==> config.mk <==
export PLATFORM = sky130hd
export DESIGN_NAME = arkf_front
export DESIGN_NICKNAME = d
export VERILOG_FILES = /design/src/arkf_pkg.sv /design/src/arkf_front.sv
export SDC_FILE = /design/constraint.sdc
export NUM_CORES = 1
export LEC_CHECK = 0
export ABC_AREA = 1
export BUFFER_PORTS_ARGS = -buffer_cell sky130_fd_sc_hd__buf_2
export CAP_MARGIN = 20
export CELL_PAD_IN_SITES_DETAIL_PLACEMENT = 0
export CELL_PAD_IN_SITES_GLOBAL_PLACEMENT = 1
export CORE_MARGIN = 2
export CORE_UTILIZATION = 40
export CTS_BUF_LIST = sky130_fd_sc_hd__clkbuf_8
export CTS_CLUSTER_DIAMETER = 60
export DETAILED_ROUTE_END_ITERATION = 10
export PLACE_DENSITY = 0.79
export REMOVE_ABC_BUFFERS = 1
export SLEW_MARGIN = 10
export SYNTH_ARGS = -nofsm -noshare
export SYNTH_HDL_FRONTEND = slang
export SYNTH_SLANG_ARGS = --single-unit
==> constraint.sdc <==
create_clock -name clk_i -period 4.9 [get_ports clk_i]
set_input_delay 0.735 -clock clk_i [delete_from_list [all_inputs] [get_ports clk_i]]
set_output_delay 0.735 -clock clk_i [all_outputs]
set_load 0.05 [all_outputs]
==> src/arkf_pkg.sv <==
// ----------------------------------------------------------------------------
// Angle/rate Kalman filter package
// Shared types, constants and the microcode table of the filter core.
// ----------------------------------------------------------------------------
package arkf_pkg;

  localparam int FRAC_BITS = 20;
  localparam int COV_W     = 48;
  localparam int ST_W      = 32;
  localparam int STEP_W    = 24;
  localparam int CFG_W     = 32;
  localparam int OPD_W     = COV_W + 1;
  localparam int SUM_W     = OPD_W + 1;
  localparam int ERR_W     = ST_W + 1;
  localparam int MAG_W     = COV_W;
  localparam int CHUNK_W   = 16;
  localparam int PROD_W    = 2 * MAG_W;
  localparam int DIV_STEPS = COV_W + FRAC_BITS;
  localparam int DIV_CNT_W = $clog2(DIV_STEPS + 1);
  localparam int QDEPTH    = 2;
  localparam int QPTR_W    = $clog2(QDEPTH);
  localparam int QCNT_W    = $clog2(QDEPTH + 1);
  localparam int PC_W      = 4;

  localparam logic [PC_W-1:0] PC_DIV       = PC_W'(6);
  localparam logic [PC_W-1:0] PC_CORR_LAST = PC_W'(12);
  localparam logic [PC_W-1:0] PC_PRED      = PC_W'(13);

  localparam logic signed [ST_W-1:0] INIT_ANGLE =
    ST_W'(((longint'(1) << FRAC_BITS) + 5) / 10);
  localparam logic signed [ST_W-1:0] INIT_RATE =
    ST_W'(((longint'(2) << FRAC_BITS) + 5) / 10);

  localparam logic [CFG_W-1:0] Q_ANGLE_RST = CFG_W'(10 << FRAC_BITS);
  localparam logic [CFG_W-1:0] Q_RATE_RST  = CFG_W'(8 << FRAC_BITS);
  localparam logic [CFG_W-1:0] R_MEAS_RST  = CFG_W'(1 << (FRAC_BITS - 1));

  typedef logic signed [COV_W-1:0] cov_t;
  typedef logic signed [OPD_W-1:0] opd_t;

  typedef enum logic [1:0] {
    OP_ADVANCE = 2'd0,
    OP_PEEK    = 2'd1,
    OP_CORRECT = 2'd2,
    OP_RESTART = 2'd3
  } op_e;

  typedef enum logic [1:0] {
    CFG_Q_ANGLE = 2'd0,
    CFG_Q_RATE  = 2'd1,
    CFG_R_MEAS  = 2'd2
  } cfg_idx_e;

  typedef struct packed {
    logic [1:0]             req_type;
    logic [STEP_W-1:0]      step_time;
    logic signed [ST_W-1:0] measured_angle;
  } in_item_t;

  typedef struct packed {
    logic signed [ST_W-1:0] angle_out;
    logic signed [ST_W-1:0] rate_out;
    logic                   saturated;
  } out_item_t;

  typedef struct packed {
    op_e                    op;
    logic [STEP_W-1:0]      step;
    logic signed [ST_W-1:0] meas;
  } cmd_t;

  typedef struct packed {
    logic start;
    opd_t a;
    opd_t b;
  } mul_req_t;

  typedef struct packed {
    logic done;
    cov_t res;
    logic sat;
  } mul_rsp_t;

  typedef struct packed {
    logic start;
    cov_t num;
    cov_t den;
  } div_req_t;

  typedef struct packed {
    logic done;
    cov_t res;
    logic sat;
  } div_rsp_t;

  typedef enum logic [4:0] {
    SRC_P00, SRC_P01, SRC_P10, SRC_P11,
    SRC_TA, SRC_TB, SRC_TC, SRC_TD, SRC_TS,
    SRC_K0, SRC_K1, SRC_ERR, SRC_ANG, SRC_RATE,
    SRC_DT, SRC_STEP, SRC_QA, SRC_QR, SRC_RM, SRC_ONE
  } src_e;

  typedef enum logic [3:0] {
    DST_TA, DST_TB, DST_TC, DST_TD, DST_TS,
    DST_ANG, DST_RATE, DST_P00, DST_P01, DST_P10, DST_P11
  } dst_e;

  // One microinstruction: dst = sat(w +/- ((a * b) >> FRAC_BITS)).
  typedef struct packed {
    src_e a;
    src_e b;
    src_e w;
    logic sub;
    logic narrow;
    dst_e dst;
  } uop_t;

  typedef enum logic [2:0] {
    BE_IDLE,
    BE_MUL_GO,
    BE_MUL_WAIT,
    BE_ADD,
    BE_DIV_GO,
    BE_DIV_WAIT,
    BE_DONE
  } be_state_e;

  function automatic uop_t uop_at(input logic [PC_W-1:0] pc);
    uop_t u;
    case (pc)
      4'd0:    u = '{SRC_DT,   SRC_P10,  SRC_P00,  1'b0, 1'b0, DST_TA};
      4'd1:    u = '{SRC_DT,   SRC_P11,  SRC_P01,  1'b0, 1'b0, DST_TB};
      4'd2:    u = '{SRC_DT,   SRC_TB,   SRC_TA,   1'b0, 1'b0, DST_TA};
      4'd3:    u = '{SRC_QA,   SRC_ONE,  SRC_TA,   1'b0, 1'b0, DST_TA};
      4'd4:    u = '{SRC_DT,   SRC_P11,  SRC_P10,  1'b0, 1'b0, DST_TC};
      4'd5:    u = '{SRC_QR,   SRC_ONE,  SRC_P11,  1'b0, 1'b0, DST_TD};
      4'd6:    u = '{SRC_RM,   SRC_ONE,  SRC_TA,   1'b0, 1'b0, DST_TS};
      4'd7:    u = '{SRC_K0,   SRC_ERR,  SRC_ANG,  1'b0, 1'b1, DST_ANG};
      4'd8:    u = '{SRC_K1,   SRC_ERR,  SRC_RATE, 1'b0, 1'b1, DST_RATE};
      4'd9:    u = '{SRC_K0,   SRC_TA,   SRC_TA,   1'b1, 1'b0, DST_P00};
      4'd10:   u = '{SRC_K0,   SRC_TB,   SRC_TB,   1'b1, 1'b0, DST_P01};
      4'd11:   u = '{SRC_K1,   SRC_TA,   SRC_TC,   1'b1, 1'b0, DST_P10};
      4'd12:   u = '{SRC_K1,   SRC_TB,   SRC_TD,   1'b1, 1'b0, DST_P11};
      default: u = '{SRC_STEP, SRC_RATE, SRC_ANG,  1'b0, 1'b1, DST_TA};
    endcase
    return u;
  endfunction

endpackage

==> src/arkf_front.sv <==
// ----------------------------------------------------------------------------
// Angle/rate Kalman filter front end
// Accepts request items, decodes them and holds them in a two-entry queue.
// ----------------------------------------------------------------------------
module arkf_front (
  input  logic              clk_i,
  input  logic              rst_ni,
  input  logic              in_valid_i,
  output logic              in_ready_o,
  input  arkf_pkg::in_item_t in_data_i,
  output logic              cmd_valid_o,
  input  logic              cmd_ready_i,
  output arkf_pkg::cmd_t    cmd_o
);
  import arkf_pkg::*;

  cmd_t              slots_q [QDEPTH];
  logic [QPTR_W-1:0] wr_ptr_q, wr_ptr_d, rd_ptr_q, rd_ptr_d;
  logic [QCNT_W-1:0] count_q, count_d;
  cmd_t              cmd_new;
  logic              push, pop;

  // Unused fields of a request are dropped here.
  always_comb begin
    cmd_new.op   = op_e'(in_data_i.req_type);
    cmd_new.step = '0;
    cmd_new.meas = '0;
    if (cmd_new.op == OP_ADVANCE || cmd_new.op == OP_PEEK) begin
      cmd_new.step = in_data_i.step_time;
    end
    if (cmd_new.op == OP_CORRECT) begin
      cmd_new.meas = in_data_i.measured_angle;
    end
  end

  assign in_ready_o  = (count_q != QCNT_W'(QDEPTH));
  assign cmd_valid_o = (count_q != '0);
  assign cmd_o       = slots_q[rd_ptr_q];
  assign push        = in_valid_i && in_ready_o;
  assign pop         = cmd_valid_o && cmd_ready_i;

  always_comb begin
    wr_ptr_d = push ? wr_ptr_q + 1'b1 : wr_ptr_q;
    rd_ptr_d = pop ? rd_ptr_q + 1'b1 : rd_ptr_q;
    count_d  = count_q + QCNT_W'(push) - QCNT_W'(pop);
  end

  always_ff @(posedge clk_i or negedge rst_ni) begin
    if (!rst_ni) begin
      wr_ptr_q <= '0;
      rd_ptr_q <= '0;
      count_q  <= '0;
    end else begin
      wr_ptr_q <= wr_ptr_d;
      rd_ptr_q <= rd_ptr_d;
      count_q  <= count_d;
    end
  end

  always_ff @(posedge clk_i) begin
    if (push) begin
      slots_q[wr_ptr_q] <= cmd_new;
    end
  end

endmodule

==> results.toml <==
[status]
status = "finished, final reports clean"

[clocking]
cts_buffers = 17
ctsHoldBuffers = 0
clockBufferDepth = 2
cts_sinks = 120
post_cts_buffers = 0
clkSlewWorstSetupHoldPaths_ns = 0.07
cts_tree = "built"
htree_levels = 4
ctsResizeCount = 0
clkLatencyLatePin_ns = 0.41
cts-root-buf = "clkbuf_8"

[grt]
grt_max_degree = 60
grt_pass1_vias = 3198
grtUsageTotal_pct = 15.5
antenna_found_initial = 0
grt_pass1_wl_um = 15300
grt_overflow_total = 0

[synthesis]
ys_seq_area_share_pct = 72.9
synth_warnings = 0
synth_area_mm2 = 0.00491
synth-seq-cells = 120
synthCells = 455
yosysUniqueCellTypes = 14
avgSynthCellArea_um2 = 10.8

[worst_setup_path]
r2r_slack_ns = 2.50
cp.arrival_ns = 2.22
critPathCapture = "cmd_o[25]"
cp.required_ns = 4.16
cp_max_fo = 59
critPathLaunch = "rd_ptr_q$_DFFE_PN0P_"
cp-start-kind = "register"
r2r-start = "count_q[1]$_DFF_PN0_"
r2r_end = "slots_q[1][44]$_DFFE_PP_"
critPathKind = "reg -> out"
rr_worst_depth = 4
critPathCaptureType = "output port"

[placement]
gp_congestion = 0.738
dpl.hpwl_um = 6140
dpl_worst_slack_ns = 2.18
numPortBuffers = 121

[final_layout]
utilization_pct = 50.5
regArea_mm2 = 0.00358
nNetsFinal = 643
drive_gt1_share_pct = 26.5
n_fill_cell = 1156
final_common_cell = "nand2_1"
most-common-layout-cells = "184 x nand2_1, 121 x buf_2, 116 x edfxtp_1"
multi_input_area_um2 = 976
n_antenna_cell = 0
syn_to_final_growth_pct = 23.5

[sta]
setup_viol = 0
slew_viol_final = 0
worst_pin_slew_ns = 1.03
slew_headroom_pct = 31.2
clock.fmax_mhz = 339
timing.final.ws_setup_ns = 1.95
tns_ns = 0
fin_crit_ns = 2.95
final-hold-violation-count = 0
rsz0062_at_grt = "false"
fin_crit_sh_pct = 60.3
finClkSkew_ns = 0.0107

[floorplanning]
start_util_pct = 40.9
rows = 40
die-width_um = 115
die_h_um = 115
ios = 122
core_mm2 = 0.0120
dieArea_mm2 = 0.0132

[detailed_routing]
drt-wirelength-per-cell_um = 13.2
totalWireLength_um = 9770
drtPass1Iterations = 4
antenna_left = 0
vias_per_cell = 4.48
vias = 3317
drtIter0Drc = 128
drcViolationCount = 0

[min_path]
hold_class = "in -> async"

[run]
max_cap_violations = 0

[power_and_ir_drop]
vdd_drop_max_mv = 0.268
p_per_area_mw_per_mm2 = 701
leakagePower_nw = 2.90
[worst min-delay path by stage]
| stage | to | cells past startpoint | slack, ns | start |
|---|---|---|---|---|
| after floorplan | count_q[0]$_DFF_PN0_ | 0 | 0.44 | rst_ni |
| after global routing | count_q[0]$_DFF_PN0_ | 1 | 0.09 | rst_ni |
| after global placement | count_q[0]$_DFF_PN0_ | 1 | 0.53 | count_q[0]$_DFF_PN0_ |
| final | count_q[0]$_DFF_PN0_ | 1 | 0.11 | rst_ni |
| after CTS | count_q[0]$_DFF_PN0_ | 1 | 0.09 | rst_ni |
| after detailed placement | count_q[0]$_DFF_PN0_ | 1 | 0.54 | count_q[0]$_DFF_PN0_ |
[sequential cells by signal, summed over array words and instances, names as in the netlist]
name      cells
rd_ptr_q      1
slots_q     116
wr_ptr_q      1
count_q       2
[power by group]
| part | internal (mW) | switching, mW |
|---|---|---|
| Sequential | 1.41 | 0.0610 |
| Combinational | 0.344 | 1.51 |
| Clock | 0.547 | 0.379 |
[cells in the mapped netlist]
master | n | area share (%)
buf_4 | 3 | 0.46
nand2_1 | 184 | 14
buf_6 | 3 | 0.69
nand3_1 | 2 | 0.20
ha_1 | 1 | 0.25
inv_4 | 1 | 0.13
inv_1 | 64 | 4.9
o21ai_0 | 1 | 0.10
edfxtp_1 | 116 | 71
buf_2 | 13 | 1.3
xor2_1 | 1 | 0.18
a21oi_1 | 1 | 0.10
dfrtp_1 | 4 | 2.0
nor2_1 | 61 | 4.7
[routing by layer]
layer | up-vias | routed length, um | GRT usage (%)
met5 | - | 0 | 0
met4 | 0 | 129 | 5.54
met3 | 14 | 540 | 4.11
met2 | 115 | 4870 | 27.1
met1 | 1514 | 4230 | 18.7
li1 | 1674 | - | -
[cell type report]
| type | count | area share, % |
|---|---|---|
| clock buffer | 17 | 3.86 |
| clock inverter | 15 | 3.07 |
| tap | 147 | 3.03 |
| timing repair buffer | 125 | 10.8 |
| multi-input combinational | 251 | 16.1 |
| inverter | 65 | 4.06 |
| sequential | 120 | 59.1 |
[metrics by stage]
| step | power, mW | cells | hold slack [ns] | cell area [um2] |
|---|---|---|---|---|
| after global placement | 3.35 | 707 | 0.530 | 5620 |
| after floorplan | 2.90 | 436 | 0.439 | 4790 |
| after global routing | 4.49 | 740 | 0.0883 | 6070 |
| final | 4.25 | 740 | 0.113 | 6070 |
| after detailed placement | 3.38 | 708 | 0.543 | 5650 |
| after CTS | 4.31 | 740 | 0.0938 | 6070 |
[cell families after synthesis]
group	after synthesis	share of synthesized area (%)
compound gates	2	0.204
xor+xnor	1	0.178
fa+ha+maj	1	0.255
buf+inv	84	7.49
flops	120	72.9
simple gates	247	18.9
[critical path, cell delays in order (launching register included)]
cell	delay (ns)
dfrtp_2	0.39
buf_4	0.31
inv_4	0.56
nand2_1	0.10
nand2_1	0.13
buf_2	0.28
Power figures use the tool's default switching activity.
