===== config.mk =====
export PLATFORM = sky130hd
export DESIGN_NAME = arkf_div
export DESIGN_NICKNAME = d
export VERILOG_FILES = /design/src/arkf_pkg.sv /design/src/arkf_div.sv
export SDC_FILE = /design/constraint.sdc
export NUM_CORES = 1
export LEC_CHECK = 0
export ABC_AREA = 0
export BUFFER_PORTS_ARGS = -buffer_cell sky130_fd_sc_hd__buf_2
export CORE_ASPECT_RATIO = 1.25
export CORE_MARGIN = 10
export CORE_UTILIZATION = 35
export DETAILED_ROUTE_END_ITERATION = 8
export GPL_ROUTABILITY_DRIVEN = 0
export PLACE_DENSITY = 0.61
export SYNTH_ARGS = -nofsm -noshare
export SYNTH_HDL_FRONTEND = slang
export SYNTH_SLANG_ARGS = --single-unit

===== constraint.sdc =====
create_clock -name clk_i -period 5.58 [get_ports clk_i]
set_input_delay 0.837 -clock clk_i [delete_from_list [all_inputs] [get_ports clk_i]]
set_output_delay 0.837 -clock clk_i [all_outputs]
set_load 0.02 [all_outputs]

===== src/arkf_pkg.sv =====
// ----------------------------------------------------------------------------
// Angle/rate Kalman filter package
// Shared types, constants and the microcode table of the filter core.
// ----------------------------------------------------------------------------
package arkf_pkg;

  localparam int FRAC_BITS = 20;
  localparam int COV_W     = 48;
  localparam int ST_W      = 32;
  localparam int STEP_W    = 24;
  localparam int CFG_W     = 32;
  localparam int OPD_W     = COV_W + 1;
  localparam int SUM_W     = OPD_W + 1;
  localparam int ERR_W     = ST_W + 1;
  localparam int MAG_W     = COV_W;
  localparam int CHUNK_W   = 16;
  localparam int PROD_W    = 2 * MAG_W;
  localparam int DIV_STEPS = COV_W + FRAC_BITS;
  localparam int DIV_CNT_W = $clog2(DIV_STEPS + 1);
  localparam int QDEPTH    = 2;
  localparam int QPTR_W    = $clog2(QDEPTH);
  localparam int QCNT_W    = $clog2(QDEPTH + 1);
  localparam int PC_W      = 4;

  localparam logic [PC_W-1:0] PC_DIV       = PC_W'(6);
  localparam logic [PC_W-1:0] PC_CORR_LAST = PC_W'(12);
  localparam logic [PC_W-1:0] PC_PRED      = PC_W'(13);

  localparam logic signed [ST_W-1:0] INIT_ANGLE =
    ST_W'(((longint'(1) << FRAC_BITS) + 5) / 10);
  localparam logic signed [ST_W-1:0] INIT_RATE =
    ST_W'(((longint'(2) << FRAC_BITS) + 5) / 10);

  localparam logic [CFG_W-1:0] Q_ANGLE_RST = CFG_W'(10 << FRAC_BITS);
  localparam logic [CFG_W-1:0] Q_RATE_RST  = CFG_W'(8 << FRAC_BITS);
  localparam logic [CFG_W-1:0] R_MEAS_RST  = CFG_W'(1 << (FRAC_BITS - 1));

  typedef logic signed [COV_W-1:0] cov_t;
  typedef logic signed [OPD_W-1:0] opd_t;

  typedef enum logic [1:0] {
    OP_ADVANCE = 2'd0,
    OP_PEEK    = 2'd1,
    OP_CORRECT = 2'd2,
    OP_RESTART = 2'd3
  } op_e;

  typedef enum logic [1:0] {
    CFG_Q_ANGLE = 2'd0,
    CFG_Q_RATE  = 2'd1,
    CFG_R_MEAS  = 2'd2
  } cfg_idx_e;

  typedef struct packed {
    logic [1:0]             req_type;
    logic [STEP_W-1:0]      step_time;
    logic signed [ST_W-1:0] measured_angle;
  } in_item_t;

  typedef struct packed {
    logic signed [ST_W-1:0] angle_out;
    logic signed [ST_W-1:0] rate_out;
    logic                   saturated;
  } out_item_t;

  typedef struct packed {
    op_e                    op;
    logic [STEP_W-1:0]      step;
    logic signed [ST_W-1:0] meas;
  } cmd_t;

  typedef struct packed {
    logic start;
    opd_t a;
    opd_t b;
  } mul_req_t;

  typedef struct packed {
    logic done;
    cov_t res;
    logic sat;
  } mul_rsp_t;

  typedef struct packed {
    logic start;
    cov_t num;
    cov_t den;
  } div_req_t;

  typedef struct packed {
    logic done;
    cov_t res;
    logic sat;
  } div_rsp_t;

  typedef enum logic [4:0] {
    SRC_P00, SRC_P01, SRC_P10, SRC_P11,
    SRC_TA, SRC_TB, SRC_TC, SRC_TD, SRC_TS,
    SRC_K0, SRC_K1, SRC_ERR, SRC_ANG, SRC_RATE,
    SRC_DT, SRC_STEP, SRC_QA, SRC_QR, SRC_RM, SRC_ONE
  } src_e;

  typedef enum logic [3:0] {
    DST_TA, DST_TB, DST_TC, DST_TD, DST_TS,
    DST_ANG, DST_RATE, DST_P00, DST_P01, DST_P10, DST_P11
  } dst_e;

  // One microinstruction: dst = sat(w +/- ((a * b) >> FRAC_BITS)).
  typedef struct packed {
    src_e a;
    src_e b;
    src_e w;
    logic sub;
    logic narrow;
    dst_e dst;
  } uop_t;

  typedef enum logic [2:0] {
    BE_IDLE,
    BE_MUL_GO,
    BE_MUL_WAIT,
    BE_ADD,
    BE_DIV_GO,
    BE_DIV_WAIT,
    BE_DONE
  } be_state_e;

  function automatic uop_t uop_at(input logic [PC_W-1:0] pc);
    uop_t u;
    case (pc)
      4'd0:    u = '{SRC_DT,   SRC_P10,  SRC_P00,  1'b0, 1'b0, DST_TA};
      4'd1:    u = '{SRC_DT,   SRC_P11,  SRC_P01,  1'b0, 1'b0, DST_TB};
      4'd2:    u = '{SRC_DT,   SRC_TB,   SRC_TA,   1'b0, 1'b0, DST_TA};
      4'd3:    u = '{SRC_QA,   SRC_ONE,  SRC_TA,   1'b0, 1'b0, DST_TA};
      4'd4:    u = '{SRC_DT,   SRC_P11,  SRC_P10,  1'b0, 1'b0, DST_TC};
      4'd5:    u = '{SRC_QR,   SRC_ONE,  SRC_P11,  1'b0, 1'b0, DST_TD};
      4'd6:    u = '{SRC_RM,   SRC_ONE,  SRC_TA,   1'b0, 1'b0, DST_TS};
      4'd7:    u = '{SRC_K0,   SRC_ERR,  SRC_ANG,  1'b0, 1'b1, DST_ANG};
      4'd8:    u = '{SRC_K1,   SRC_ERR,  SRC_RATE, 1'b0, 1'b1, DST_RATE};
      4'd9:    u = '{SRC_K0,   SRC_TA,   SRC_TA,   1'b1, 1'b0, DST_P00};
      4'd10:   u = '{SRC_K0,   SRC_TB,   SRC_TB,   1'b1, 1'b0, DST_P01};
      4'd11:   u = '{SRC_K1,   SRC_TA,   SRC_TC,   1'b1, 1'b0, DST_P10};
      4'd12:   u = '{SRC_K1,   SRC_TB,   SRC_TD,   1'b1, 1'b0, DST_P11};
      default: u = '{SRC_STEP, SRC_RATE, SRC_ANG,  1'b0, 1'b1, DST_TA};
    endcase
    return u;
  endfunction

endpackage


===== src/arkf_div.sv =====
// ----------------------------------------------------------------------------
// Angle/rate Kalman filter divider
// Restoring divide of (num << FRAC_BITS) by den, one quotient bit per cycle.
// ----------------------------------------------------------------------------
module arkf_div (
  input  logic               clk_i,
  input  logic               rst_ni,
  input  arkf_pkg::div_req_t req_i,
  output arkf_pkg::div_rsp_t rsp_o
);
  import arkf_pkg::*;

  logic                 busy_q, done_q;
  logic [DIV_CNT_W-1:0] cnt_q;
  logic                 neg_q, zero_q, sat_q;
  logic [DIV_STEPS-1:0] num_q;
  logic [MAG_W-1:0]     ud_q, rem_q, q_q;
  cov_t                 abs_n, abs_d;
  logic [MAG_W:0]       rem_sh, q_sh, cap;
  logic                 ge, ovf;
  logic [MAG_W-1:0]     rem_d, q_d;

  assign abs_n = req_i.num[COV_W-1] ? -req_i.num : req_i.num;
  assign abs_d = req_i.den[COV_W-1] ? -req_i.den : req_i.den;

  always_comb begin
    rem_sh = {rem_q, num_q[DIV_STEPS-1]};
    ge     = rem_sh >= {1'b0, ud_q};
    rem_d  = ge ? MAG_W'(rem_sh - {1'b0, ud_q}) : rem_sh[MAG_W-1:0];
    q_sh   = {q_q, ge};
    cap    = ((MAG_W+1)'(1) << (COV_W - 1)) - (MAG_W+1)'(!neg_q);
    ovf    = q_sh > cap;
    q_d    = ovf ? cap[MAG_W-1:0] : q_sh[MAG_W-1:0];
  end

  always_ff @(posedge clk_i or negedge rst_ni) begin
    if (!rst_ni) begin
      busy_q <= 1'b0;
      done_q <= 1'b0;
      cnt_q  <= '0;
    end else begin
      done_q <= busy_q && (cnt_q == DIV_CNT_W'(1));
      if (req_i.start) begin
        busy_q <= 1'b1;
        cnt_q  <= (req_i.den == '0) ? DIV_CNT_W'(1) : DIV_CNT_W'(DIV_STEPS);
      end else if (busy_q) begin
        busy_q <= (cnt_q != DIV_CNT_W'(1));
        cnt_q  <= cnt_q - DIV_CNT_W'(1);
      end
    end
  end

  always_ff @(posedge clk_i) begin
    if (req_i.start) begin
      num_q  <= {abs_n, {FRAC_BITS{1'b0}}};
      ud_q   <= abs_d;
      rem_q  <= '0;
      q_q    <= '0;
      sat_q  <= 1'b0;
      neg_q  <= req_i.num[COV_W-1] ^ req_i.den[COV_W-1];
      zero_q <= (req_i.den == '0);
    end else if (busy_q) begin
      num_q <= num_q << 1;
      rem_q <= rem_d;
      q_q   <= q_d;
      sat_q <= sat_q | ovf;
    end
  end

  // A zero divisor yields a zero gain and flags saturation.
  assign rsp_o.done = done_q;
  assign rsp_o.res  = zero_q ? '0 : (neg_q ? -cov_t'(q_q) : cov_t'(q_q));
  assign rsp_o.sat  = sat_q | zero_q;

endmodule


==> metrics <==
status=complete, no violations; Mapped Cells=1675; Synth Flop Type=edfxtp_1; # nets final=1979; HP Class=in2async; CP Launch Point=q_q[8]; Fmax=between 150 and 200 MHz; post-synthesis mux area share=less than 1%; first-pass GRT wire length=between 60000 and 70000 microns; WS Path Type=reg2out; initial antenna violation count=3; pin count of the biggest net entering global routing=92; worst skew pair latency=roughly 0.54 ns; Reg2Reg Setup Slack=around 0.8 ns; Reg2Reg Capture Point=q_q[39]; crit end category=output port; adder-cell share of the synthesized area=around 8.8%; post-CTS setup buffer count=0; leakage power=around 7.1 nW; unrepaired setup endpoints after global routing=no; Clock power frac=around a quarter; Logic pwr share=roughly 43%; Synth async-reset ratio=4.41%; CTS tree=done; Reg2Reg Depth=22; final setup TNS=0 ns; gr usage total=around 15%; Initial DRT Pass Iterations=5; design area=16600 sq um; Avg Cell Area, Syn=roughly 8.7 sq um; Seq/Total Area, Yosys=a little over a third; total number of H-tree levels=1; Slew @ Worst Pin=1.09 ns; power density over cell area=388 nW/um^2; Yosys warnings=0; Placeable Area=approximately 40000 sq um; Resize count post-CTS=0; met3 Use GR=2.44%; Clock Path Buffers=3; Mapped Area=14500 sq um; I/O pin count=~150; Synthesized Nets=between 1500 and 2000; Worst Path Required=approximately 4.7 ns; # DRC=0; switching pwr=roughly 2.5 mW; Initial Util=about 35%; placed inst area=between 15000 and 20000 sq um; die area=roughly 50000 sq um; Layout fillers=between 4000 and 5000; Starting DRT DRC Count=~870; routed vias=between 10000 and 15000; EDFF count, synth=around 100; WL final=roughly 38000 microns; max-slew violation count=0; Final Skew=between 0.02 and 0.025 ns; post-detail-place hpwl=between 20000 and 30000 microns; gr ovfl total=0; Reg clk slew, reported paths=~0.060 ns; Fin. Hold Viols=0; critical path arrival=around 4.5 ns; final non-filler cell total=between 2000 and 2500; min Tclk post-route=~5.3 ns; CTS Buf Count=25; met2 usage=25.6%; peak supply drop=about 330 uV; Die Y-Extent=248 microns; switching share of power=between 30% and 40%; Internal=about 4 mW; Inst Count DP=about 2300; Area growth syn-to-layout=14.1%; r2r startpoint=ud_q[3]; PortBufs=between 100 and 150; number of global-route vias before repair=12500; DRT antenna net count=0; clock root buffer=clkbuf_16; share of cells above drive strength 1=12.6%; clk sinks=~200; Tcrit/Tclk final=roughly 95%; hold_buf cts=0; Max Cap Violations=0; FP Rows=83; Top Usage Layer GRT=met2; Synth cell types=66; final setup fails=0; flops & latches, synth=roughly 200; Final Core Density=slightly above 40%; Via-to-Cell Ratio=5.40; max_slew headroom=between 20 and 30%; share of total power in sequential cells=between 30% and 40%; complex-gate fraction of the synthesized area=between 20 and 25%; die width=between 200 and 250 microns; wire length per cell=around 16 microns; GR Util met1=around 18%; CP startpoint kind=register; Worst Hold Margin=between 0.15 and 0.2 ns; Post-Synth XOR/XNOR Area=between 10% and 20%; largest family of logic cells by synthesized area=compound AO/OA/AOI/OAI gates; Simple-Gate Fraction of Synth Area=approximately 18%; crit-path max FO=8
[worst max-delay path, stage by stage, from the launching register on]
cell	delay (ns)
dfxtp_1	0.38
or4_1	0.59
or4_1	0.46
or4_1	0.52
or3_1	0.35
or2_1	0.25
or4_1	0.61
o41ai_2	0.34
xor2_1	0.18
nor2_1	0.06
buf_2	0.18
[power by group through the flow]
| stage | clock network (mW) | registers [mW] | logic (mW) |
|---|---|---|---|
| 6_report | 1.66 | 1.98 | 2.78 |
| 5_1_grt | 1.77 | 2.01 | 3.13 |
| 4_1_cts | 1.72 | 1.98 | 2.82 |
| 3_5_place_dp | 0 | 2.01 | 2.81 |
| 3_3_place_gp | 0 | 2.00 | 2.76 |
| 2_1_floorplan | 0 | 1.95 | 2.11 |
[worst max-delay path by stage]
stage / endpoint / slack [ns]
floorplan: q_q[17] / 0.90
global placement: rsp_o[43] / 0.88
detailed placement: rsp_o[43] / 0.83
CTS: rsp_o[43] / 0.24
global route: rsp_o[48] / 0.08
finish: rsp_o[43] / 0.29
[cell usage after synthesis (9+ instances only)]
cell,n,area [sq um]
a211oi_1,11,82.6
a21o_1,46,345
a21oi_1,116,581
a221o_1,47,470
a311oi_1,37,324
and2_1,10,62.6
buf_1,10,37.5
clkbuf_1,71,267
dfrtp_1,9,225
dfxtp_1,97,1940
edfxtp_1,98,2940
ha_1,101,1260
inv_1,81,304
nand2_1,154,578
nand2b_1,9,56.3
nand3_1,16,80.1
nand4_1,24,150
nor2_1,183,687
nor3_1,28,140
nor4_1,17,106
o21a_1,11,82.6
o21ai_0,95,475
o31ai_1,46,345
o41ai_1,17,149
or3_1,26,163
or4_1,22,165
xnor2_1,71,622
xor2_1,105,920
[through the flow]
stage                     power (mW)  worst slack, ns
final                           6.43            0.290
after global routing            6.92           0.0792
after CTS                       6.51            0.243
after detailed placement        4.82            0.829
after global placement          4.76            0.879
after floorplan                 4.06            0.899
[layer usage]
layer / wire, microns / up-vias
met4: 1070 / 4
li1: - / 6395
met2: 18600 / 239
met5: 26 / -
met1: 16800 / 5973
met3: 1670 / 75
[flip-flops by register name (all words and copies together) (netlist names)]
register / count
busy_q: 1
cnt_q: 7
done_q: 1
neg_q: 1
num_q: 48
q_q: 48
rem_q: 48
sat_q: 1
ud_q: 48
zero_q: 1
[logic make-up (layout without fill, tap and decap cells)]
group / Yosys count / after routing
AO/OA/AOI/OAI: 478 / 478
flip-flops: 204 / 204
multiplexers: 5 / 5
adder cells (fa/ha/maj): 102 / 102
AND/OR/NAND/NOR: 546 / 546
buffers and inverters: 164 / 285
other: 0 / 1
XOR/XNOR: 176 / 176
[cell type report]
| class | count | area (sq um) | share of cell area, % |
|---|---|---|---|
| multi-input cells | 1307 | 8820 | 53.2 |
| inverters | 82 | 308 | 1.86 |
| clock buffers | 38 | 744 | 4.49 |
| flip-flops and latches | 204 | 5110 | 30.8 |
| clock inverters | 7 | 90.1 | 0.543 |
| diodes | 1 | 2.50 | 0.0151 |
| well taps | 552 | 691 | 4.16 |
| repair buffers | 158 | 822 | 4.96 |
[placed cells by master (no fill, tap or decap), types with 47 or more instances in the layout]
cell,synthesis,routed
o21ai_0,95,95
a21oi_1,116,116
nand2_1,154,154
inv_1,81,80
a221o_1,47,47
edfxtp_1,98,98
xnor2_1,71,71
dfxtp_1,97,97
buf_2,0,147
ha_1,101,101
xor2_1,105,105
nor2_1,183,181
Power figures use the tool's default switching activity.
