## config.mk

```make
export PLATFORM = sky130hd
export DESIGN_NAME = arkf_mul
export DESIGN_NICKNAME = d
export VERILOG_FILES = /design/src/arkf_pkg.sv /design/src/arkf_mul.sv
export SDC_FILE = /design/constraint.sdc
export NUM_CORES = 2
export LEC_CHECK = 0
export ABC_AREA = 1
export BUFFER_PORTS_ARGS = -buffer_cell sky130_fd_sc_hd__buf_2
export CAP_MARGIN = 20
export CORE_ASPECT_RATIO = 1.4
export CORE_MARGIN = 8
export CORE_UTILIZATION = 65
export CTS_CLUSTER_DIAMETER = 120
export DETAILED_ROUTE_END_ITERATION = 6
export PLACE_DENSITY_LB_ADDON = 0.25
export SYNTH_ARGS = -nofsm -noshare
export SYNTH_HDL_FRONTEND = slang
export SYNTH_SLANG_ARGS = --single-unit
export TNS_END_PERCENT = 20
```

## constraint.sdc

```tcl
create_clock -name clk_i -period 25.1 [get_ports clk_i]
set_clock_uncertainty 0.2 [all_clocks]
set_input_delay 3.765 -clock clk_i [delete_from_list [all_inputs] [get_ports clk_i]]
set_output_delay 3.765 -clock clk_i [all_outputs]
set_load 0.05 [all_outputs]
```

## src/arkf_pkg.sv

```systemverilog
// ----------------------------------------------------------------------------
// Angle/rate Kalman filter package
// Shared types, constants and the microcode table of the filter core.
// ----------------------------------------------------------------------------
package arkf_pkg;

  localparam int FRAC_BITS = 20;
  localparam int COV_W     = 48;
  localparam int ST_W      = 32;
  localparam int STEP_W    = 24;
  localparam int CFG_W     = 32;
  localparam int OPD_W     = COV_W + 1;
  localparam int SUM_W     = OPD_W + 1;
  localparam int ERR_W     = ST_W + 1;
  localparam int MAG_W     = COV_W;
  localparam int CHUNK_W   = 16;
  localparam int PROD_W    = 2 * MAG_W;
  localparam int DIV_STEPS = COV_W + FRAC_BITS;
  localparam int DIV_CNT_W = $clog2(DIV_STEPS + 1);
  localparam int QDEPTH    = 2;
  localparam int QPTR_W    = $clog2(QDEPTH);
  localparam int QCNT_W    = $clog2(QDEPTH + 1);
  localparam int PC_W      = 4;

  localparam logic [PC_W-1:0] PC_DIV       = PC_W'(6);
  localparam logic [PC_W-1:0] PC_CORR_LAST = PC_W'(12);
  localparam logic [PC_W-1:0] PC_PRED      = PC_W'(13);

  localparam logic signed [ST_W-1:0] INIT_ANGLE =
    ST_W'(((longint'(1) << FRAC_BITS) + 5) / 10);
  localparam logic signed [ST_W-1:0] INIT_RATE =
    ST_W'(((longint'(2) << FRAC_BITS) + 5) / 10);

  localparam logic [CFG_W-1:0] Q_ANGLE_RST = CFG_W'(10 << FRAC_BITS);
  localparam logic [CFG_W-1:0] Q_RATE_RST  = CFG_W'(8 << FRAC_BITS);
  localparam logic [CFG_W-1:0] R_MEAS_RST  = CFG_W'(1 << (FRAC_BITS - 1));

  typedef logic signed [COV_W-1:0] cov_t;
  typedef logic signed [OPD_W-1:0] opd_t;

  typedef enum logic [1:0] {
    OP_ADVANCE = 2'd0,
    OP_PEEK    = 2'd1,
    OP_CORRECT = 2'd2,
    OP_RESTART = 2'd3
  } op_e;

  typedef enum logic [1:0] {
    CFG_Q_ANGLE = 2'd0,
    CFG_Q_RATE  = 2'd1,
    CFG_R_MEAS  = 2'd2
  } cfg_idx_e;

  typedef struct packed {
    logic [1:0]             req_type;
    logic [STEP_W-1:0]      step_time;
    logic signed [ST_W-1:0] measured_angle;
  } in_item_t;

  typedef struct packed {
    logic signed [ST_W-1:0] angle_out;
    logic signed [ST_W-1:0] rate_out;
    logic                   saturated;
  } out_item_t;

  typedef struct packed {
    op_e                    op;
    logic [STEP_W-1:0]      step;
    logic signed [ST_W-1:0] meas;
  } cmd_t;

  typedef struct packed {
    logic start;
    opd_t a;
    opd_t b;
  } mul_req_t;

  typedef struct packed {
    logic done;
    cov_t res;
    logic sat;
  } mul_rsp_t;

  typedef struct packed {
    logic start;
    cov_t num;
    cov_t den;
  } div_req_t;

  typedef struct packed {
    logic done;
    cov_t res;
    logic sat;
  } div_rsp_t;

  typedef enum logic [4:0] {
    SRC_P00, SRC_P01, SRC_P10, SRC_P11,
    SRC_TA, SRC_TB, SRC_TC, SRC_TD, SRC_TS,
    SRC_K0, SRC_K1, SRC_ERR, SRC_ANG, SRC_RATE,
    SRC_DT, SRC_STEP, SRC_QA, SRC_QR, SRC_RM, SRC_ONE
  } src_e;

  typedef enum logic [3:0] {
    DST_TA, DST_TB, DST_TC, DST_TD, DST_TS,
    DST_ANG, DST_RATE, DST_P00, DST_P01, DST_P10, DST_P11
  } dst_e;

  // One microinstruction: dst = sat(w +/- ((a * b) >> FRAC_BITS)).
  typedef struct packed {
    src_e a;
    src_e b;
    src_e w;
    logic sub;
    logic narrow;
    dst_e dst;
  } uop_t;

  typedef enum logic [2:0] {
    BE_IDLE,
    BE_MUL_GO,
    BE_MUL_WAIT,
    BE_ADD,
    BE_DIV_GO,
    BE_DIV_WAIT,
    BE_DONE
  } be_state_e;

  function automatic uop_t uop_at(input logic [PC_W-1:0] pc);
    uop_t u;
    case (pc)
      4'd0:    u = '{SRC_DT,   SRC_P10,  SRC_P00,  1'b0, 1'b0, DST_TA};
      4'd1:    u = '{SRC_DT,   SRC_P11,  SRC_P01,  1'b0, 1'b0, DST_TB};
      4'd2:    u = '{SRC_DT,   SRC_TB,   SRC_TA,   1'b0, 1'b0, DST_TA};
      4'd3:    u = '{SRC_QA,   SRC_ONE,  SRC_TA,   1'b0, 1'b0, DST_TA};
      4'd4:    u = '{SRC_DT,   SRC_P11,  SRC_P10,  1'b0, 1'b0, DST_TC};
      4'd5:    u = '{SRC_QR,   SRC_ONE,  SRC_P11,  1'b0, 1'b0, DST_TD};
      4'd6:    u = '{SRC_RM,   SRC_ONE,  SRC_TA,   1'b0, 1'b0, DST_TS};
      4'd7:    u = '{SRC_K0,   SRC_ERR,  SRC_ANG,  1'b0, 1'b1, DST_ANG};
      4'd8:    u = '{SRC_K1,   SRC_ERR,  SRC_RATE, 1'b0, 1'b1, DST_RATE};
      4'd9:    u = '{SRC_K0,   SRC_TA,   SRC_TA,   1'b1, 1'b0, DST_P00};
      4'd10:   u = '{SRC_K0,   SRC_TB,   SRC_TB,   1'b1, 1'b0, DST_P01};
      4'd11:   u = '{SRC_K1,   SRC_TA,   SRC_TC,   1'b1, 1'b0, DST_P10};
      4'd12:   u = '{SRC_K1,   SRC_TB,   SRC_TD,   1'b1, 1'b0, DST_P11};
      default: u = '{SRC_STEP, SRC_RATE, SRC_ANG,  1'b0, 1'b1, DST_TA};
    endcase
    return u;
  endfunction

endpackage

```

## src/arkf_mul.sv

```systemverilog
// ----------------------------------------------------------------------------
// Angle/rate Kalman filter multiplier
// Sign-magnitude 48x48 multiply in three 48x16 steps, scaled and saturated.
// ----------------------------------------------------------------------------
module arkf_mul (
  input  logic               clk_i,
  input  logic               rst_ni,
  input  arkf_pkg::mul_req_t req_i,
  output arkf_pkg::mul_rsp_t rsp_o
);
  import arkf_pkg::*;

  logic               busy_q, fin_q, done_q;
  logic [1:0]         cnt_q;
  logic               neg_q;
  logic [MAG_W-1:0]   ua_q, ub_q;
  logic [PROD_W-1:0]  acc_q;
  cov_t               res_q;
  logic               sat_q;
  opd_t               abs_a, abs_b;
  logic [CHUNK_W-1:0] chunk;
  logic [PROD_W-1:0]  pp, pp_sh, scaled, lim;
  logic [MAG_W-1:0]   mag;
  logic               ovf;

  assign abs_a = req_i.a[OPD_W-1] ? -req_i.a : req_i.a;
  assign abs_b = req_i.b[OPD_W-1] ? -req_i.b : req_i.b;

  always_comb begin
    case (cnt_q)
      2'd0:    chunk = ub_q[CHUNK_W-1:0];
      2'd1:    chunk = ub_q[2*CHUNK_W-1:CHUNK_W];
      default: chunk = ub_q[3*CHUNK_W-1:2*CHUNK_W];
    endcase
    pp = PROD_W'(ua_q * chunk);
    case (cnt_q)
      2'd0:    pp_sh = pp;
      2'd1:    pp_sh = pp << CHUNK_W;
      default: pp_sh = pp << (2 * CHUNK_W);
    endcase
  end

  // Final scaling: truncate toward zero, then clamp the magnitude.
  always_comb begin
    scaled = acc_q >> FRAC_BITS;
    lim    = (PROD_W'(1) << (COV_W - 1)) - PROD_W'(!neg_q);
    ovf    = scaled > lim;
    mag    = ovf ? lim[MAG_W-1:0] : scaled[MAG_W-1:0];
  end

  always_ff @(posedge clk_i or negedge rst_ni) begin
    if (!rst_ni) begin
      busy_q <= 1'b0;
      fin_q  <= 1'b0;
      done_q <= 1'b0;
      cnt_q  <= '0;
    end else begin
      done_q <= fin_q;
      fin_q  <= busy_q && (cnt_q == 2'd2);
      if (req_i.start) begin
        busy_q <= 1'b1;
        cnt_q  <= '0;
      end else if (busy_q) begin
        busy_q <= (cnt_q != 2'd2);
        cnt_q  <= cnt_q + 2'd1;
      end
    end
  end

  always_ff @(posedge clk_i) begin
    if (req_i.start) begin
      ua_q  <= abs_a[MAG_W-1:0];
      ub_q  <= abs_b[MAG_W-1:0];
      neg_q <= req_i.a[OPD_W-1] ^ req_i.b[OPD_W-1];
      acc_q <= '0;
    end else if (busy_q) begin
      acc_q <= acc_q + pp_sh;
    end
    if (fin_q) begin
      res_q <= neg_q ? -cov_t'(mag) : cov_t'(mag);
      sat_q <= ovf;
    end
  end

  assign rsp_o.done = done_q;
  assign rsp_o.res  = res_q;
  assign rsp_o.sat  = sat_q;

endmodule

```

==> flow_summary.toml <==
[synthesis]
postSynthRegisterBits = 247
async_flop_share = 0.0202
share_of_the_synthesized_area_in_compound_gates_ao_oa_aoi_oai = 0.116
synthesis.area_sq_um = 46100
synth_most_common_cell = "sky130_fd_sc_hd__inv_1"
number_of_instances_in_the_synthesized_netlist = 6425
synth_adder_area_share = 0.357
main_combinational_cell_family_by_area_after_synthesis = "adder cells"
synth.net_count = 7455
synth_edf_count = 146
synth_common_cells = "sky130_fd_sc_hd__inv_1, sky130_fd_sc_hd__nand2_1, sky130_fd_sc_hd__nor2_1, sky130_fd_sc_hd__fa_1, sky130_fd_sc_hd__a21oi_1"
synth_cell_type_count = 64
post_synth_xor_area_fraction = 0.0348
yosysTopAreaCellShare = 0.279
synthMuxAreaShare = 0.000244
post_synthesis_area_per_instance_sq_um = 7.17
synthesis.yosys.warnings = 0
yosysTopAreaCell = "sky130_fd_sc_hd__fa_1"
synth-simple-area-share = 0.221
ys_seq_area_frac = 0.140
ys_dominant_reg_cell = "sky130_fd_sc_hd__edfxtp_1"
synth_top_cells_by_area = "sky130_fd_sc_hd__fa_1, sky130_fd_sc_hd__inv_1, sky130_fd_sc_hd__nand2_1"

[sta]
worst-slew-pin-transition_ns = 1.35
report.final.setup_viol = 0
report.final.hold_viol_count = 0
time_the_final_worst_path_needs_with_i_o_delays_and_setup_ns = 12.51
post-route-period-util = 0.499
timing_max_transition_violations_final = 0
max_freq_mhz = 79.9
slew-limit-headroom = 0.0968
setup_tns_final_ns = 0
unrepaired_setup_endpoints_after_global_routing = "false"

[detailed_routing]
drt-total-wl_um = 173000
via_count_of_the_routed_design = 44868
postRouteAntennaNets = 0
drt_pre_antenna_iters = 7
route.detailed.vias_per_inst = 6.05
route.detailed.drc = 2
drtIter0Drc = 4361
average_wire_per_cell_in_the_routed_design_um = 23.3

[setup_path]
rr_worst_depth = 47
type_of_destination_of_the_critical_path = "flip-flop"
timing.critical_path.fanout_max = 41
path_class = "reg2reg"
critical_path_required_ns = 25.38
critical-path-top-cell-by-count = "sky130_fd_sc_hd__nand2_1"
crit_path_top_delay_cell = "sky130_fd_sc_hd__fa_1"
cp_data_arrival_time_ns = 12.79
start_kind = "flip-flop"
slowest_delay_ns = 0.57

[job]
timing.max_cap.violations = 0

[die]
design.die.area_sq_um = 79800
width_of_the_die_um = 241
core_region_area_sq_um = 70200
starting_density = 0.657
die-height_um = 331
rows = 115
floorplan.io_pins = 151

[cts]
worstSkewPairLatency_ns = 0.65
cts.clk_slew.worst_paths_ns = 0.07
postCtsSetupBuffers = 0
cts.hold.buffers_added = 0
clock_path_buffers = 3
postCtsResizedCells = 0
tritoncts.num_buffers = 30
clock-root-buffer = "sky130_fd_sc_hd__clkbuf_16"
clkSinkCount = 247
tritoncts = "built"
cts.htree.levels = 1

[final_layout]
multiInputGateArea_sq_um = 33600
drive_gt1_frac = 0.0530
area_growth_syn_to_layout_pct = 5.45
fillers = 5910
num-nets-final = 7480
layout.area.seq_sq_um = 6430

[hold_path]
holdPathStages = 2
holdCritPathClass = "reg2reg"

[global_routing]
grt_start_max_net_pins = 88
antenna_found_initial = 2
grt_use_total = 0.435
number_of_global_route_vias_before_repair = 47424
remaining_global_route_overflow = 0
grt_pass1_wl_um = 263000

[place]
globalplace.congestion = 1.05
dp.final_hpwl_um = 140000
io_buffer_count = 150

[status]
failed_checks = "DRC"
outcome = "finished, violations left"
## worst paths after layout
| path | from | endpoint | slack, ns |
|---|---|---|---|
| max in group asynchronous | rst_ni | fin_q$_DFF_PN0_ | 21.60 |
| min | acc_q[4]$_SDFFE_PP0P_ | acc_q[4]$_SDFFE_PP0P_ | 0.27 |
| min in group asynchronous | rst_ni | cnt_q[1]$_DFFE_PN0P_ | 2.83 |
| max | cnt_q[1]$_DFFE_PN0P_ | acc_q[82]$_SDFFE_PP0P_ | 12.59 |
| min reg2reg | acc_q[4]$_SDFFE_PP0P_ | acc_q[4]$_SDFFE_PP0P_ | 0.27 |
| max reg2reg | cnt_q[1]$_DFFE_PN0P_ | acc_q[82]$_SDFFE_PP0P_ | 12.59 |
## registers in the layout (all words and copies together) (netlist names)
register / flops
done_q: 1
ub_q: 48
fin_q: 1
busy_q: 1
ua_q: 48
neg_q: 1
res_q: 48
acc_q: 96
sat_q: 1
cnt_q: 2
## area by class of cell
type / count / share of cell area
Antenna cell: 1 / 0.0000515
Clock buffer: 32 / 0.0160
Clock inverter: 24 / 0.00610
Inverter: 1394 / 0.108
Multi-Input combinational cell: 4585 / 0.691
Sequential cell: 247 / 0.132
Tap cell: 936 / 0.0241
Timing Repair Buffer: 192 / 0.0222
## metal layers
layer | vias up | wire [um] | global-route usage
li1 | 19885 | - | -
met2 | 2785 | 83100 | 0.741
met5 | - | 0 | 0
met4 | 0 | 21100 | 0.423
met3 | 1050 | 14900 | 0.0857
met1 | 21148 | 53800 | 0.437
## stage by stage
step,worst slack [ns],utilization,hold slack (ns),instances,cell area (sq um)
2_1_floorplan,15.82,-,0.235,6425,46100
3_3_place_gp,12.94,0.677,0.246,7353,47500
3_5_place_dp,12.95,0.677,0.256,7353,47500
4_1_cts,12.86,0.692,0.271,7409,48600
5_1_grt,11.96,0.692,0.302,7411,48600
6_report,12.59,0.692,0.271,7411,48600
## critical path, delay by kind of cell (launching register included)
kind	cells	cell delay, ns
flops	1	0.39
compound gates	13	3.19
fa+ha+maj	9	3.96
xor+xnor	1	0.41
simple gates	13	1.97
buf+inv	11	2.17
## cell families (layout without fill, tap and decap cells)
kind of cell | count (synthesis) | in the layout
xor gates and xnor gates | 183 | 183
AOI/OAI and AO/OA | 957 | 957
DFF | 247 | 247
adders and majority gates | 929 | 929
buffers and inverters | 1593 | 1642
and+or+nand+nor | 2515 | 2515
other | 0 | 1
muxes | 1 | 1
## placed cells by master (no fill, tap or decap), types with 15 or more instances in the layout
cell / Yosys / final
sky130_fd_sc_hd__inv_1: 1378 / 1375
sky130_fd_sc_hd__nand2_1: 1313 / 1313
sky130_fd_sc_hd__nor2_1: 828 / 825
sky130_fd_sc_hd__fa_1: 643 / 643
sky130_fd_sc_hd__a21oi_1: 407 / 407
sky130_fd_sc_hd__o21ai_0: 297 / 297
sky130_fd_sc_hd__ha_1: 286 / 286
sky130_fd_sc_hd__nand3_1: 167 / 167
sky130_fd_sc_hd__buf_2: 3 / 149
sky130_fd_sc_hd__edfxtp_1: 146 / 146
sky130_fd_sc_hd__xor2_1: 109 / 109
sky130_fd_sc_hd__dfxtp_1: 96 / 96
sky130_fd_sc_hd__xnor2_1: 74 / 74
sky130_fd_sc_hd__a31oi_1: 67 / 67
sky130_fd_sc_hd__nor3_1: 50 / 50
sky130_fd_sc_hd__nand4_1: 42 / 42
sky130_fd_sc_hd__buf_4: 5 / 42
sky130_fd_sc_hd__or2_2: 35 / 35
sky130_fd_sc_hd__clkbuf_16: 0 / 31
sky130_fd_sc_hd__o22ai_1: 29 / 29
sky130_fd_sc_hd__o21a_1: 28 / 28
sky130_fd_sc_hd__nor4_1: 26 / 26
sky130_fd_sc_hd__o21ai_1: 19 / 19
sky130_fd_sc_hd__a221o_1: 16 / 16
sky130_fd_sc_hd__a21o_1: 15 / 15
Power is left out: the tool's default activity adds up to more than one toggle a clock period on the data nets, which glitch-free logic cannot reach.
